File: config.mk
export PLATFORM = sky130hd
export DESIGN_NAME = bbe_div
export DESIGN_NICKNAME = d
export VERILOG_FILES = /design/src/hdl/bbe_pkg.sv /design/src/hdl/bbe_div.sv
export SDC_FILE = /design/constraint.sdc
export NUM_CORES = 1
export LEC_CHECK = 0
export ABC_AREA = 0
export BUFFER_PORTS_ARGS = -buffer_cell sky130_fd_sc_hd__buf_4
export CAP_MARGIN = 25
export CORE_AREA = 3 3 145 147
export CTS_CLUSTER_SIZE = 12
export DETAILED_ROUTE_END_ITERATION = 6
export DIE_AREA = 0 0 148 150
export GPL_ROUTABILITY_DRIVEN = 0
export PLACE_DENSITY_LB_ADDON = 0.05
export SYNTH_ARGS = -nofsm -noshare
export SYNTH_HDL_FRONTEND = slang
export SYNTH_SLANG_ARGS = --single-unit
File: constraint.sdc
create_clock -name clk -period 5.5 [get_ports clk]
set_input_delay 0.275 -clock clk [delete_from_list [all_inputs] [get_ports clk]]
set_output_delay 0.275 -clock clk [all_outputs]
set_load 0.1 [all_outputs]
File: src/hdl/bbe_pkg.sv
// Shared types and constants for the B-spline basis evaluator.
// Command codes, register indexes and the request/response structs of the serial divider.
// No dependencies.
`timescale 1ns / 1ps
package bbe_pkg;

	localparam logic [1:0] CMD_LOAD_KNOT = 2'd0;
	localparam logic [1:0] CMD_LOAD_COEF = 2'd1;
	localparam logic [1:0] CMD_EVAL_ONE  = 2'd2;
	localparam logic [1:0] CMD_EVAL_ALL  = 2'd3;

	localparam logic REG_DEGREE = 1'b0;
	localparam logic REG_NPTS   = 1'b1;

	// Dividend is a 33-bit magnitude shifted up by the 24 fraction bits.
	localparam int DIV_DEN_W = 33;
	localparam int DIV_NUM_W = DIV_DEN_W + 24;

	typedef struct packed {
		logic                 start;
		logic                 neg;
		logic [DIV_NUM_W-1:0] num_mag;
		logic [DIV_DEN_W-1:0] den_mag;
	} div_req_t;

	typedef struct packed {
		logic               done;
		logic signed [31:0] quot;
	} div_rsp_t;

endpackage

File: src/hdl/bbe_div.sv
// Restoring divider, one quotient bit per cycle, with signed saturation
// of the quotient to 32 bits. Depends on bbe_pkg.
`timescale 1ns / 1ps
module bbe_div
	import bbe_pkg::*;
(
	input  logic     clk,
	input  logic     arst_n,
	input  div_req_t req,
	output div_rsp_t rsp
);

	localparam int CNT_W = $clog2(DIV_NUM_W + 1);

	logic                 busy_q;
	logic [CNT_W-1:0]     cnt_q;
	logic [DIV_NUM_W-1:0] num_q;
	logic [DIV_NUM_W-1:0] quot_q;
	logic [DIV_DEN_W-1:0] rem_q;
	logic [DIV_DEN_W-1:0] den_q;
	logic                 neg_q;
	logic                 done_q;
	logic signed [31:0]   res_q;

	logic [DIV_DEN_W:0]   rem_sh;
	logic                 fits;
	logic [DIV_NUM_W-1:0] quot_n;

	assign rem_sh = {rem_q, num_q[DIV_NUM_W-1]};
	assign fits   = rem_sh >= {1'b0, den_q};
	assign quot_n = {quot_q[DIV_NUM_W-2:0], fits};

	always_ff @(posedge clk or negedge arst_n) begin
		if (!arst_n) begin
			busy_q <= 1'b0;
			done_q <= 1'b0;
			cnt_q  <= '0;
		end else begin
			done_q <= 1'b0;
			if (req.start) begin
				busy_q <= 1'b1;
				cnt_q  <= CNT_W'(DIV_NUM_W);
			end else if (busy_q) begin
				cnt_q <= cnt_q - 1'b1;
				if (cnt_q == CNT_W'(1)) begin
					busy_q <= 1'b0;
					done_q <= 1'b1;
				end
			end
		end
	end

	always_ff @(posedge clk) begin
		if (req.start) begin
			num_q  <= req.num_mag;
			den_q  <= req.den_mag;
			neg_q  <= req.neg;
			rem_q  <= '0;
			quot_q <= '0;
		end else if (busy_q) begin
			num_q  <= {num_q[DIV_NUM_W-2:0], 1'b0};
			rem_q  <= fits ? DIV_DEN_W'(rem_sh - {1'b0, den_q}) : rem_sh[DIV_DEN_W-1:0];
			quot_q <= quot_n;
			if (cnt_q == CNT_W'(1)) begin
				// Truncation toward zero, then clamp to the signed 32-bit range.
				if (neg_q) begin
					if (quot_n > DIV_NUM_W'(33'h080000000)) begin
						res_q <= 32'sh80000000;
					end else begin
						res_q <= 32'(-quot_n);
					end
				end else begin
					if (quot_n > DIV_NUM_W'(33'h07fffffff)) begin
						res_q <= 32'sh7fffffff;
					end else begin
						res_q <= 32'(quot_n);
					end
				end
			end
		end
	end

	assign rsp.done = done_q;
	assign rsp.quot = res_q;

endmodule

==> metrics.md <==
| Metric | Value |
|---|---|
| Final wirelength | `26500 µm` |
| Peak VDD IR | `0.000306 V` |
| Most frequent cells in the layout | `buf_4, nor2_1, edfxtp_1` |
| Largest net degree at the start of global routing | `77` |
| TritonCTS clock tree | `built` |
| Row count | `52` |
| Drt drc | `0` |
| Arrival time worst endpoint | `5410 ps` |
| Tmin final | `5020 ps` |
| Hold-fix buffers at CTS | `35` |
| DRT Pass-1 Iters | `5` |
| Core area | `20000 µm²` |
| Cell Area, Synth | `11600 µm²` |
| # fillers | `1612` |
| Hold_sp | `req[61]` |
| Hold Path Stages | `2` |
| RR Startpoint | `den_q[13]` |
| Die height | `150 µm` |
| Vias per cell | `5.83` |
| RSZ-0062 raised after global routing | `no` |
| Clock Tree Buf Depth | `3` |
| Final setup fails | `0` |
| Status | `completed` |
| Pwr dens | `423 nW/µm²` |
| Top_reg_cell synth | `edfxtp_1` |
| Multi-input gate area | `5460 µm²` |
| Port-buffer cells | `126` |
| Placed cell count | `1473` |
| Pleak | `5.97 nW` |
| Clock skew | `9.13 ps` |
| M3 GR Usage | `4.18%` |
| Vias | `9058` |
| Seq/Total Area, Yosys | `48.8%` |
| Initial antenna violation count | `0` |
| RR Endpoint | `res_q[7]` |
| Chip Width | `148 µm` |
| CP Class | `flop to flop` |
| Fmax | `199 MHz` |
| Initial DRC count | `478` |
| Worst-path clk slew | `60 ps` |
| Final Slew Violations | `0` |
| Endpoint required time on the critical path | `5890 ps` |
| Initial Util | `58.0%` |
| Worst min path class | `input pin to flop` |
| Gr usage total | `23.7%` |
| Die Area | `22200 µm²` |
| Yosys cell types | `81` |
| WHS Endpoint | `num_q[28]` |
| Synth warnings | `0` |
| Mapped Avg Cell Area | `10.2 µm²` |
| Setup Fix Bufs, Post-CTS | `0` |
| Yosys reg bits | `220` |
| Routed Antenna Nets | `0` |
| HPWL Detailed | `17600 µm` |
| Worst slew pin tran | `1010 ps` |
| CTS Buf Count | `25` |
| Sequential cell area | `5680 µm²` |
| Max Cap Violations | `0` |
| Critical path endpoint category | `flop` |
| Layout Nets | `1397` |
| Inserted Diodes | `0` |
| Vias in the first global route | `8906` |
| CP max FO | `17` |
| Synthesized Nets | `1271` |
| Worst hold margin | `54.5 ps` |
| Mapped Cells | `1139` |
| GR Overflow Total | `0` |
| Busiest grt layer | `met2` |
| R2r setup slk | `480 ps` |
| I/O pin count | `127` |
| Clk_lat worst skew | `520 ps` |
| Post-Route Utilization | `69.1%` |
| Fin crit share | `91.3%` |
| Relative slew slack | `32.0%` |
| Grt met1 use | `31.0%` |
| Fin. Hold Viols | `0` |
| WL/cell | `17.0 µm` |
| R2R cell count | `17` |
| Post-CTS Resized | `0` |
| First-pass GRT wire length | `43800 µm` |
| Met2 usage in global routing | `39.6%` |
| Area grow syn2layout | `19.1%` |
| Most common cell after layout, fill and taps aside | `buf_4` |
| Layout cell share with drive strength beyond 1 | `20.2%` |
| H-tree Lvls | `1` |
| Number of synthesized flops with an enable pin | `123` |
| CTS root buffer | `clkbuf_16` |
| Clock sink total | `220` |
| Non-Filler Instances | `1554` |
| Startpoint types | `flop` |
| Async set or reset register ratio after synthesis | `3.64%` |
| Fin Setup TNS | `0 ps` |
cell type report:
type / count / area share (%)
well taps: 270 / 2.44
clock buffers: 36 / 5.34
repair buffers: 174 / 10.1
clock inverters: 10 / 0.361
inverters: 51 / 1.38
multi-input cells: 793 / 39.4
flip-flops and latches: 220 / 41.0
metrics by stage:
stage                     setup slack (ps)  power, mW  area [µm²]
after floorplan                        680       3.76       11600
after global placement                 713       4.22       12700
after detailed placement               593       4.24       12700
after CTS                              547       5.87       13900
after global routing                  97.5       6.23       13900
final                                  480       5.86       13900
logic make-up after synthesis:
kind of cell    after synthesis  share of synthesized area (%)
compound gates              225                           13.8
xor+xnor                     25                           1.88
fa+ha+maj                    38                           4.15
buf+inv                     126                           4.30
flops                       220                           48.8
mux                         117                           10.7
simple gates                388                           16.4
cells in the mapped netlist, types with 16 or more instances:
master / instances / area, µm²
inv_1: 50 / 188
edfxtp_1: 123 / 3690
o21ai_0: 45 / 225
a311oi_1: 23 / 201
ha_1: 37 / 463
mux2i_1: 59 / 591
nand4_1: 18 / 113
dfxtp_1: 89 / 1780
nor4_1: 18 / 113
clkbuf_1: 51 / 191
a21oi_1: 36 / 180
nor2_1: 137 / 514
a211oi_1: 16 / 120
mux2_2: 58 / 653
nor3_1: 25 / 125
nand2_1: 91 / 342
layer usage:
metal | part of all wire (%) | vias to the layer above
met5 | 0 | -
met4 | 3.3 | 0
met1 | 43 | 4266
li1 | - | 4459
met3 | 5.3 | 73
met2 | 48 | 260
where the power goes:
part           switching [mW]  total [mW]  internal (mW)
clock                   0.643        1.57          0.932
sequential              0.127        2.10           1.97
combinational            1.25        2.18          0.935
flip-flops by register name, summed over array words and instances, names as in the netlist, 6 cells and up:
register and flops:
cnt_q 6, rem_q 33, den_q 33, res_q 32
num_q 57, quot_q 56
worst max-delay path by stage:
stage	slack [ps]	startpoint	depth (start not counted)	end
final	480	den_q[13]	17	res_q[7]
after global routing	100	den_q[13]	17	res_q[7]
after CTS	550	den_q[13]	17	res_q[7]
after detailed placement	590	den_q[13]	17	res_q[9]
after global placement	710	den_q[13]	17	res_q[7]
after floorplan	680	den_q[13]	18	res_q[26]
critical path: stages (launching register included):
cell	delay (ps)
edfxtp_1	320
inv_1	40
ha_1	360
a2111oi_2	510
o21a_1	190
o31ai_1	110
nor3_2	350
a2111oi_4	160
nor2_2	140
ha_1	210
or4b_1	620
nor4_4	370
nand4_1	210
o21ai_2	270
nand3_2	290
buf_4	350
a211oi_1	250
a211o_1	140
No activity file was read; power rests on OpenSTA's default activity.
